### config.mk
export PLATFORM = sky130hd
export DESIGN_NAME = blit_nearest_coordinate_scaler
export DESIGN_NICKNAME = d
export VERILOG_FILES = /design/src/rtl/bnc_pkg.sv /design/src/rtl/bnc_div_pipe.sv /design/src/rtl/blit_nearest_coordinate_scaler.sv
export SDC_FILE = /design/constraint.sdc
export NUM_CORES = 2
export LEC_CHECK = 0
export BUFFER_PORTS_ARGS = -buffer_cell sky130_fd_sc_hd__buf_2
export CORE_ASPECT_RATIO = 0.7
export CORE_MARGIN = 2
export CORE_UTILIZATION = 53
export CTS_BUF_LIST = sky130_fd_sc_hd__clkbuf_8
export DETAILED_ROUTE_END_ITERATION = 8
export GPL_ROUTABILITY_DRIVEN = 0
export PLACE_DENSITY = 0.82
export SLEW_MARGIN = 20
export SYNTH_ARGS = -nofsm -noshare
export SYNTH_HDL_FRONTEND = slang
export SYNTH_SLANG_ARGS = --single-unit
### constraint.sdc
create_clock -name clk_i -period 5.8 [get_ports clk_i]
set_clock_uncertainty 0.1 [all_clocks]
set_input_delay 0.29 -clock clk_i [delete_from_list [all_inputs] [get_ports clk_i]]
set_output_delay 0.29 -clock clk_i [all_outputs]
set_load 0.005 [all_outputs]
### src/rtl/bnc_pkg.sv
// ----------------------------------------------------------------------------
// bnc_pkg: shared types and constants of the nearest coordinate scaler
// Holds the coordinate width, the derived datapath widths, the item
// structures of both ports and the sideband that runs beside the divider.
// ----------------------------------------------------------------------------
package bnc_pkg;

  // Width at which the coordinate fields are interpreted.
  localparam int unsigned COORD_BITS = 16;

  localparam int unsigned FIELD_W    = 16;
  localparam int unsigned OUT_W      = 15;
  localparam int unsigned HI_W       = 16;
  localparam int unsigned EXT_W      = (COORD_BITS > FIELD_W) ? COORD_BITS : FIELD_W;

  // Differences of two coordinates.
  localparam int unsigned DIF_W      = COORD_BITS + 1;
  // Twice a difference plus one.
  localparam int unsigned MUL_A_W    = COORD_BITS + 2;
  // Signed product of the two above.
  localparam int unsigned PROD_W     = MUL_A_W + DIF_W;
  // Magnitudes of numerator and denominator.
  localparam int unsigned NUM_W      = 2 * COORD_BITS + 1;
  localparam int unsigned DEN_W      = COORD_BITS + 1;
  // Signed quotient after the offset has been added.
  localparam int unsigned SUM_W      = NUM_W + 2;

  localparam int unsigned DIV_STAGES = NUM_W;
  localparam int unsigned LATENCY    = DIV_STAGES + 5;

  localparam logic signed [HI_W-1:0] HI_MAX = HI_W'(32767);

  typedef logic signed [COORD_BITS-1:0] coord_t;

  typedef struct packed {
    logic signed [FIELD_W-1:0] dst_coord;
    logic signed [FIELD_W-1:0] dst_begin;
    logic signed [FIELD_W-1:0] dst_end;
    logic signed [FIELD_W-1:0] src_begin;
    logic signed [FIELD_W-1:0] src_end;
    logic        [FIELD_W-1:0] src_size;
  } in_item_t;

  typedef struct packed {
    logic [OUT_W-1:0] src_coord;
    logic             empty_axis;
  } out_item_t;

  // Per-item values that bypass the divider.
  typedef struct packed {
    logic                   empty;
    logic                   neg;
    coord_t                 sb;
    logic signed [HI_W-1:0] hi;
  } side_t;

  // A field is read from its low COORD_BITS bits; a wider coordinate sees the
  // field zero extended.
  function automatic coord_t coord_value(logic [FIELD_W-1:0] raw);
    logic [EXT_W-1:0] ext;
    ext = EXT_W'(raw);
    return coord_t'(ext[COORD_BITS-1:0]);
  endfunction

endpackage

### src/rtl/bnc_div_pipe.sv
// ----------------------------------------------------------------------------
// bnc_div_pipe: pipelined restoring divider
// Unsigned division of the numerator magnitude by the denominator magnitude,
// one quotient bit per register stage, with a sideband carried alongside.
// ----------------------------------------------------------------------------
module bnc_div_pipe (
  input  logic                  clk_i,
  input  logic                  rst_ni,
  input  logic                  valid_i,
  input  logic [bnc_pkg::NUM_W-1:0] num_i,
  input  logic [bnc_pkg::DEN_W-1:0] den_i,
  input  bnc_pkg::side_t        side_i,
  output logic                  valid_o,
  output logic [bnc_pkg::NUM_W-1:0] quo_o,
  output logic                  rem_nz_o,
  output bnc_pkg::side_t        side_o
);
  import bnc_pkg::*;

  logic             valid_q [DIV_STAGES];
  logic [DEN_W-1:0] rem_q   [DIV_STAGES];
  logic [NUM_W-1:0] w_q     [DIV_STAGES];
  logic [DEN_W-1:0] den_q   [DIV_STAGES];
  side_t            side_q  [DIV_STAGES];

  for (genvar k = 0; k < DIV_STAGES; k++) begin : g_stage
    logic             v_in;
    logic [DEN_W-1:0] rem_in;
    logic [NUM_W-1:0] w_in;
    logic [DEN_W-1:0] den_in;
    side_t            side_in;
    logic [DEN_W:0]   trial;
    logic             fits;
    logic [DEN_W-1:0] rem_d;
    logic [NUM_W-1:0] w_d;

    if (k == 0) begin : g_first
      assign v_in    = valid_i;
      assign rem_in  = '0;
      assign w_in    = num_i;
      assign den_in  = den_i;
      assign side_in = side_i;
    end else begin : g_next
      assign v_in    = valid_q[k-1];
      assign rem_in  = rem_q[k-1];
      assign w_in    = w_q[k-1];
      assign den_in  = den_q[k-1];
      assign side_in = side_q[k-1];
    end

    // The quotient bits shift in at the bottom as the numerator leaves the top.
    assign trial = {rem_in, w_in[NUM_W-1]};
    assign fits  = (trial >= {1'b0, den_in});
    assign rem_d = fits ? DEN_W'(trial - {1'b0, den_in}) : trial[DEN_W-1:0];
    assign w_d   = {w_in[NUM_W-2:0], fits};

    always_ff @(posedge clk_i or negedge rst_ni) begin
      if (!rst_ni) begin
        valid_q[k] <= 1'b0;
      end else begin
        valid_q[k] <= v_in;
      end
    end

    always_ff @(posedge clk_i) begin
      rem_q[k]  <= rem_d;
      w_q[k]    <= w_d;
      den_q[k]  <= den_in;
      side_q[k] <= side_in;
    end
  end

  assign valid_o  = valid_q[DIV_STAGES-1];
  assign quo_o    = w_q[DIV_STAGES-1];
  assign rem_nz_o = |rem_q[DIV_STAGES-1];
  assign side_o   = side_q[DIV_STAGES-1];

endmodule

### src/rtl/blit_nearest_coordinate_scaler.sv
// ----------------------------------------------------------------------------
// blit_nearest_coordinate_scaler: nearest-filter source coordinate, one axis
// Maps a destination texel coordinate to the source texel sampled at its
// centre, with mirrored regions, clamping to the source image and an empty
// region flag.
// ----------------------------------------------------------------------------
// The block takes one item in every clock cycle and never raises busy, so
// start may be held high for a whole run of texels. Each result appears on
// result_o for a single cycle, marked by result_valid_o, once its item has
// passed through every register of the pipeline, and results leave in the
// order in which the items arrived. The receiver cannot hold results off,
// so it must take each one in the cycle in which it is shown. The datapath
// is an exact floor division that produces one quotient bit per pipeline
// stage, with three stages ahead of it and two behind it.
// ----------------------------------------------------------------------------
module blit_nearest_coordinate_scaler (
  input  logic               clk_i,
  input  logic               rst_ni,
  input  logic               start,
  input  bnc_pkg::in_item_t  item_i,
  output logic               busy,
  output logic               result_valid_o,
  output bnc_pkg::out_item_t result_o
);
  import bnc_pkg::*;

  // The pipeline never stalls, so a new item is always welcome.
  assign busy = 1'b0;

  // --------------------------------------------------------------------------
  // Stage 1: the coordinate differences, the centre offset and the upper clamp.
  // The half-texel offset becomes the odd factor 2(d-db)+1 over 2(de-db), so
  // that no rounding happens before the final floor.
  // --------------------------------------------------------------------------
  logic                     s1_valid_q;
  logic signed [MUL_A_W-1:0] s1_a_q, s1_a_d;
  logic signed [DIF_W-1:0]  s1_ds_q, s1_ds_d;
  logic signed [DIF_W-1:0]  s1_dn_q, s1_dn_d;
  side_t                    s1_side_q, s1_side_d;

  always_comb begin
    coord_t                  d, db, de, sb, se;
    logic signed [DIF_W-1:0] dd;
    d  = coord_value(item_i.dst_coord);
    db = coord_value(item_i.dst_begin);
    de = coord_value(item_i.dst_end);
    sb = coord_value(item_i.src_begin);
    se = coord_value(item_i.src_end);

    dd      = DIF_W'(d) - DIF_W'(db);
    s1_a_d  = $signed({dd, 1'b1});
    s1_ds_d = DIF_W'(se) - DIF_W'(sb);
    s1_dn_d = DIF_W'(de) - DIF_W'(db);

    s1_side_d.empty = (de == db);
    s1_side_d.neg   = 1'b0;
    s1_side_d.sb    = sb;
    // A zero size gives an upper bound of minus one, which the lower clamp
    // then lifts to zero. Sizes beyond the output range stop at its top.
    if (item_i.src_size > FIELD_W'(32768)) begin
      s1_side_d.hi = HI_MAX;
    end else begin
      s1_side_d.hi = $signed(HI_W'(item_i.src_size - FIELD_W'(1)));
    end
  end

  // --------------------------------------------------------------------------
  // Stage 2: the signed product that forms the numerator, and the denominator.
  // --------------------------------------------------------------------------
  logic                      s2_valid_q;
  logic signed [PROD_W-1:0]  s2_prod_q, s2_prod_d;
  logic signed [DEN_W:0]     s2_den_q, s2_den_d;
  side_t                     s2_side_q;

  assign s2_prod_d = PROD_W'(s1_a_q) * PROD_W'(s1_ds_q);
  assign s2_den_d  = $signed({s1_dn_q, 1'b0});

  // --------------------------------------------------------------------------
  // Stage 3: magnitudes for the unsigned divider and the sign of the quotient.
  // --------------------------------------------------------------------------
  logic                     s3_valid_q;
  logic [NUM_W-1:0]         s3_num_q, s3_num_d;
  logic [DEN_W-1:0]         s3_den_q, s3_den_d;
  side_t                    s3_side_q, s3_side_d;

  always_comb begin
    logic signed [PROD_W-1:0] prod_abs;
    logic signed [DEN_W:0]    den_abs;
    prod_abs  = s2_prod_q[PROD_W-1] ? -s2_prod_q : s2_prod_q;
    den_abs   = s2_den_q[DEN_W] ? -s2_den_q : s2_den_q;
    s3_num_d  = prod_abs[NUM_W-1:0];
    s3_den_d  = den_abs[DEN_W-1:0];
    s3_side_d     = s2_side_q;
    s3_side_d.neg = s2_prod_q[PROD_W-1] ^ s2_den_q[DEN_W];
  end

  // --------------------------------------------------------------------------
  // Divider stages.
  // --------------------------------------------------------------------------
  logic             div_valid;
  logic [NUM_W-1:0] div_quo;
  logic             div_rem_nz;
  side_t            div_side;

  bnc_div_pipe u_div (
    .clk_i    (clk_i),
    .rst_ni   (rst_ni),
    .valid_i  (s3_valid_q),
    .num_i    (s3_num_q),
    .den_i    (s3_den_q),
    .side_i   (s3_side_q),
    .valid_o  (div_valid),
    .quo_o    (div_quo),
    .rem_nz_o (div_rem_nz),
    .side_o   (div_side)
  );

  // --------------------------------------------------------------------------
  // Stage 4: floor for a negative quotient (round the magnitude up when there
  // is a remainder, then negate) and add the source begin.
  // --------------------------------------------------------------------------
  logic                    s4_valid_q;
  logic signed [SUM_W-1:0] s4_sum_q, s4_sum_d;
  side_t                   s4_side_q;

  always_comb begin
    logic [SUM_W-1:0]        mag;
    logic signed [SUM_W-1:0] qs;
    mag      = SUM_W'(div_quo) + SUM_W'(div_side.neg & div_rem_nz);
    qs       = div_side.neg ? -$signed(mag) : $signed(mag);
    s4_sum_d = qs + SUM_W'(div_side.sb);
  end

  // --------------------------------------------------------------------------
  // Stage 5: clamp to the source image and register the result.
  // --------------------------------------------------------------------------
  logic      s5_valid_q;
  out_item_t s5_res_q, s5_res_d;

  always_comb begin
    logic signed [HI_W-1:0]  hi;
    logic signed [SUM_W-1:0] hi_ext;
    logic signed [SUM_W-1:0] c;
    hi     = s4_side_q.hi;
    hi_ext = SUM_W'(hi);
    c      = (s4_sum_q > hi_ext) ? hi_ext : s4_sum_q;
    if (c < 0) begin
      c = '0;
    end
    if (s4_side_q.empty) begin
      s5_res_d.src_coord  = '0;
      s5_res_d.empty_axis = 1'b1;
    end else begin
      s5_res_d.src_coord  = c[OUT_W-1:0];
      s5_res_d.empty_axis = 1'b0;
    end
  end

  // Valid bits carry reset; the payload registers do not.
  always_ff @(posedge clk_i or negedge rst_ni) begin
    if (!rst_ni) begin
      s1_valid_q <= 1'b0;
      s2_valid_q <= 1'b0;
      s3_valid_q <= 1'b0;
      s4_valid_q <= 1'b0;
      s5_valid_q <= 1'b0;
    end else begin
      s1_valid_q <= start && !busy;
      s2_valid_q <= s1_valid_q;
      s3_valid_q <= s2_valid_q;
      s4_valid_q <= div_valid;
      s5_valid_q <= s4_valid_q;
    end
  end

  always_ff @(posedge clk_i) begin
    s1_a_q    <= s1_a_d;
    s1_ds_q   <= s1_ds_d;
    s1_dn_q   <= s1_dn_d;
    s1_side_q <= s1_side_d;
    s2_prod_q <= s2_prod_d;
    s2_den_q  <= s2_den_d;
    s2_side_q <= s1_side_q;
    s3_num_q  <= s3_num_d;
    s3_den_q  <= s3_den_d;
    s3_side_q <= s3_side_d;
    s4_sum_q  <= s4_sum_d;
    s4_side_q <= div_side;
    s5_res_q  <= s5_res_d;
  end

  assign result_valid_o = s5_valid_q;
  assign result_o       = s5_res_q;

endmodule

==> run metrics <==
status finished with violations; failing checks setup timing; proportion of synthesized chip area in sequential cells 59.33%; max-cap violations 0; R2R Setup Slk -360 ps; layout cells sized above 1 13.77%; CP max FO 7; crit path cell chain buf_6 > nand2_1 > fa_2 > inv_1 > fa_1 > fa_1 > fa_1 > fa_1 > inv_1 > fa_1 > inv_1 > ha_4 > nand3_4 > nor2_4 > nand3_4 > a211oi_4 > buf_6 > o2111ai_4 > a311oi_2 > o21ai_1 > a21oi_1 > a31oi_1; Yosys top cell area share 58.55%; area of the mapped netlist 123,200 sq um; Residual DRC 0; Slew Viols, Final 0; Least-Margin Pin Slew 1086 ps; largest net degree at the start of global routing 43; FILL cells 16,790; drt first-iter violations 5,434; RSZ-0062 raised after global routing true; die height 407.4 um; row cnt 148; Mean Syn Cell Area 11.60 sq um; Total Routing Usage GR 19.99%; Yosys cell types 94; Final Cycle Share 106.2%; final hold violations 0; Final ANT Viol Nets 0; setup ws final -360.5 ps; full die area 236,400 sq um; most common cell in the netlist dfxtp_1; EDFF count, synth 0; clock sinks 3,641; yosys warns 0; Worst setup EP type flip-flop; first-pass GRT wire length 395.5 mm; area leader, netlist dfxtp_1; vias in the first global route 79,840; DRT Pass-1 Iters 8; Data required, critical path 6650 ps; final WL 244.7 mm; Crit path largest cell delay 630 ps; grt ovf 0; Gate Count Post-Synth 10,620; Fmax 162.3 MHz; crit path DAT 7010 ps; Num CTS Buffers 482; Via density 5.175; Clk Latency, worst-skew pair 1060 ps; largest cells by area after synthesis dfxtp_1 (59%), ha_1 (7.7%), fa_1 (5.1%), inv_1 (3.4%), xnor2_1 (2.9%); initial antenna violation count 5; initial core utilization 53.13%; most frequent CP cell fa_1; Vias 77,760; I/O pin cnt 117; Seq cells post-synth 3,641; hold slack 118.4 ps; Clock Pin Slew Worst Setup and Hold Paths 80 ps; CTS tree built; Syn Nets 11,790; top_reg_cell synth dfxtp_1; nets@finish 12,730; Max clock buf depth 4; post-DP HPWL 167.3 mm; clock root buffer clkbuf_8; Std-Cell Core Area 231,800 sq um; # setup viols final 17; Clock H-tree levels 5; Area Overhead vs Synth 15.90%; Worst Hold Class in -> reg; crit start category flip-flop; critical path type reg -> reg; die width 580.2 um; Async S/R FF share, synth 1.044%; relative max-transition margin 27.63%; CP max stage cell fa_2; I/O Buffers 115; synth cell count leaders dfxtp_1 (3,603), inv_1 (1,103), ha_1 (757); routed length per instance 16.28 um; crit path time final 6161 ps
==> final timing paths <==
kind,startpoint,end,cells after the start
setup / recovery,s1_a_q[12],s2_prod_q[34],22
hold / removal,item_i[65],s1_a_q[2],4
setup reg to reg,s1_a_q[12],s2_prod_q[34],22
hold reg to reg,u_div.w_q[3][14],u_div.w_q[3][48],0
max in group asynchronous,rst_ni,u_div.g_stage[25].v_in,4
min in group asynchronous,rst_ni,s1_valid_q,4
==> registers in the layout, summed over array words and instances (netlist names), 32 cells and up <==
signal / cells
u_div.side_q: 1122
u_div.rem_q: 561
u_div.w_q: 1089
s4_sum_q: 35
s1_side_q: 33
s2_prod_q: 34
s3_side_q: 34
u_div.den_q: 512
s3_num_q: 33
u_div.g_stage.v_in: 32
s2_side_q: 33
==> critical path, delay by kind of cell (launching register included) <==
family,cells,cell delay (ps)
AO/OA/AOI/OAI,6,980
AND/OR/NAND/NOR,4,510
buffers and inverters,5,540
adder cells (fa/ha/maj),7,3480
flip-flops,1,420
==> timing repair <==
action	in CTS	in global routing
resized for setup	109	142
pin swaps	67	93
hold buffers	228	0
setup buffers	32	27
endpoints found under the hold margin	123	0
endpoints found under the setup margin	30	30
cloned	0	1
==> cells by family (layout without fill, tap and decap cells) <==
logic type	Yosys count	in the layout	synth area share, %
flops	3641	3641	59.33
simple gates	2056	2056	8.272
compound gates	1680	1680	8.606
buf+inv	1253	2582	3.923
fa+ha+maj	1071	1071	12.79
xor+xnor	618	618	4.394
mux	299	299	2.686
other cells	1	4	0.003044
==> per-stage QoR <==
stage | util, % | std cells | TNS [ps] | cell area (sq um) | worst slack (ps)
floorplan | - | 10620 | -77.50 | 123300 | -77.50
global placement | 55.46 | 13860 | -2930 | 128600 | -381.6
detailed placement | 55.46 | 13860 | -8280 | 128600 | -583.4
CTS | 61.26 | 15000 | -113.1 | 142000 | -96.98
global route | 61.58 | 15030 | -5907 | 142800 | -495.8
finish | 61.58 | 15030 | -3302 | 142800 | -360.5
==> per-layer routing <==
metal,track usage [%],wire length [um]
met1,25.87,106200
met2,32.06,110300
met3,4.086,17080
met4,9.640,10990
met5,0,13
==> layout make-up <==
type | count | area [sq um] | area share [%]
Multi-Input combinational cell | 5725 | 46190 | 32.35
Clock inverter | 257 | 1979 | 1.386
Timing Repair Buffer | 604 | 4952 | 3.469
Inverter | 1103 | 4140 | 2.900
Sequential cell | 3641 | 73150 | 51.24
Tap cell | 3075 | 3847 | 2.695
Antenna cell | 3 | 7.507 | 0.005258
Clock buffer | 618 | 8506 | 5.957
==> cells in the final DEF, fill, tap and decap left out, types with 116 or more instances in the layout <==
cell type	n
dfxtp_1	3576
inv_1	1218
ha_1	741
nand2_1	625
clkbuf_8	618
o21ai_0	460
nor2_1	425
a21oi_1	418
xnor2_1	400
fa_1	304
mux2_2	252
buf_4	232
dlygate4sd3_1	227
xor2_1	216
a21o_1	151
nor3_1	139
and2_1	139
nand2b_1	133
buf_2	116
Power is left out: the tool's default activity adds up to more than one toggle a clock period on the data nets, which glitch-free logic cannot reach.
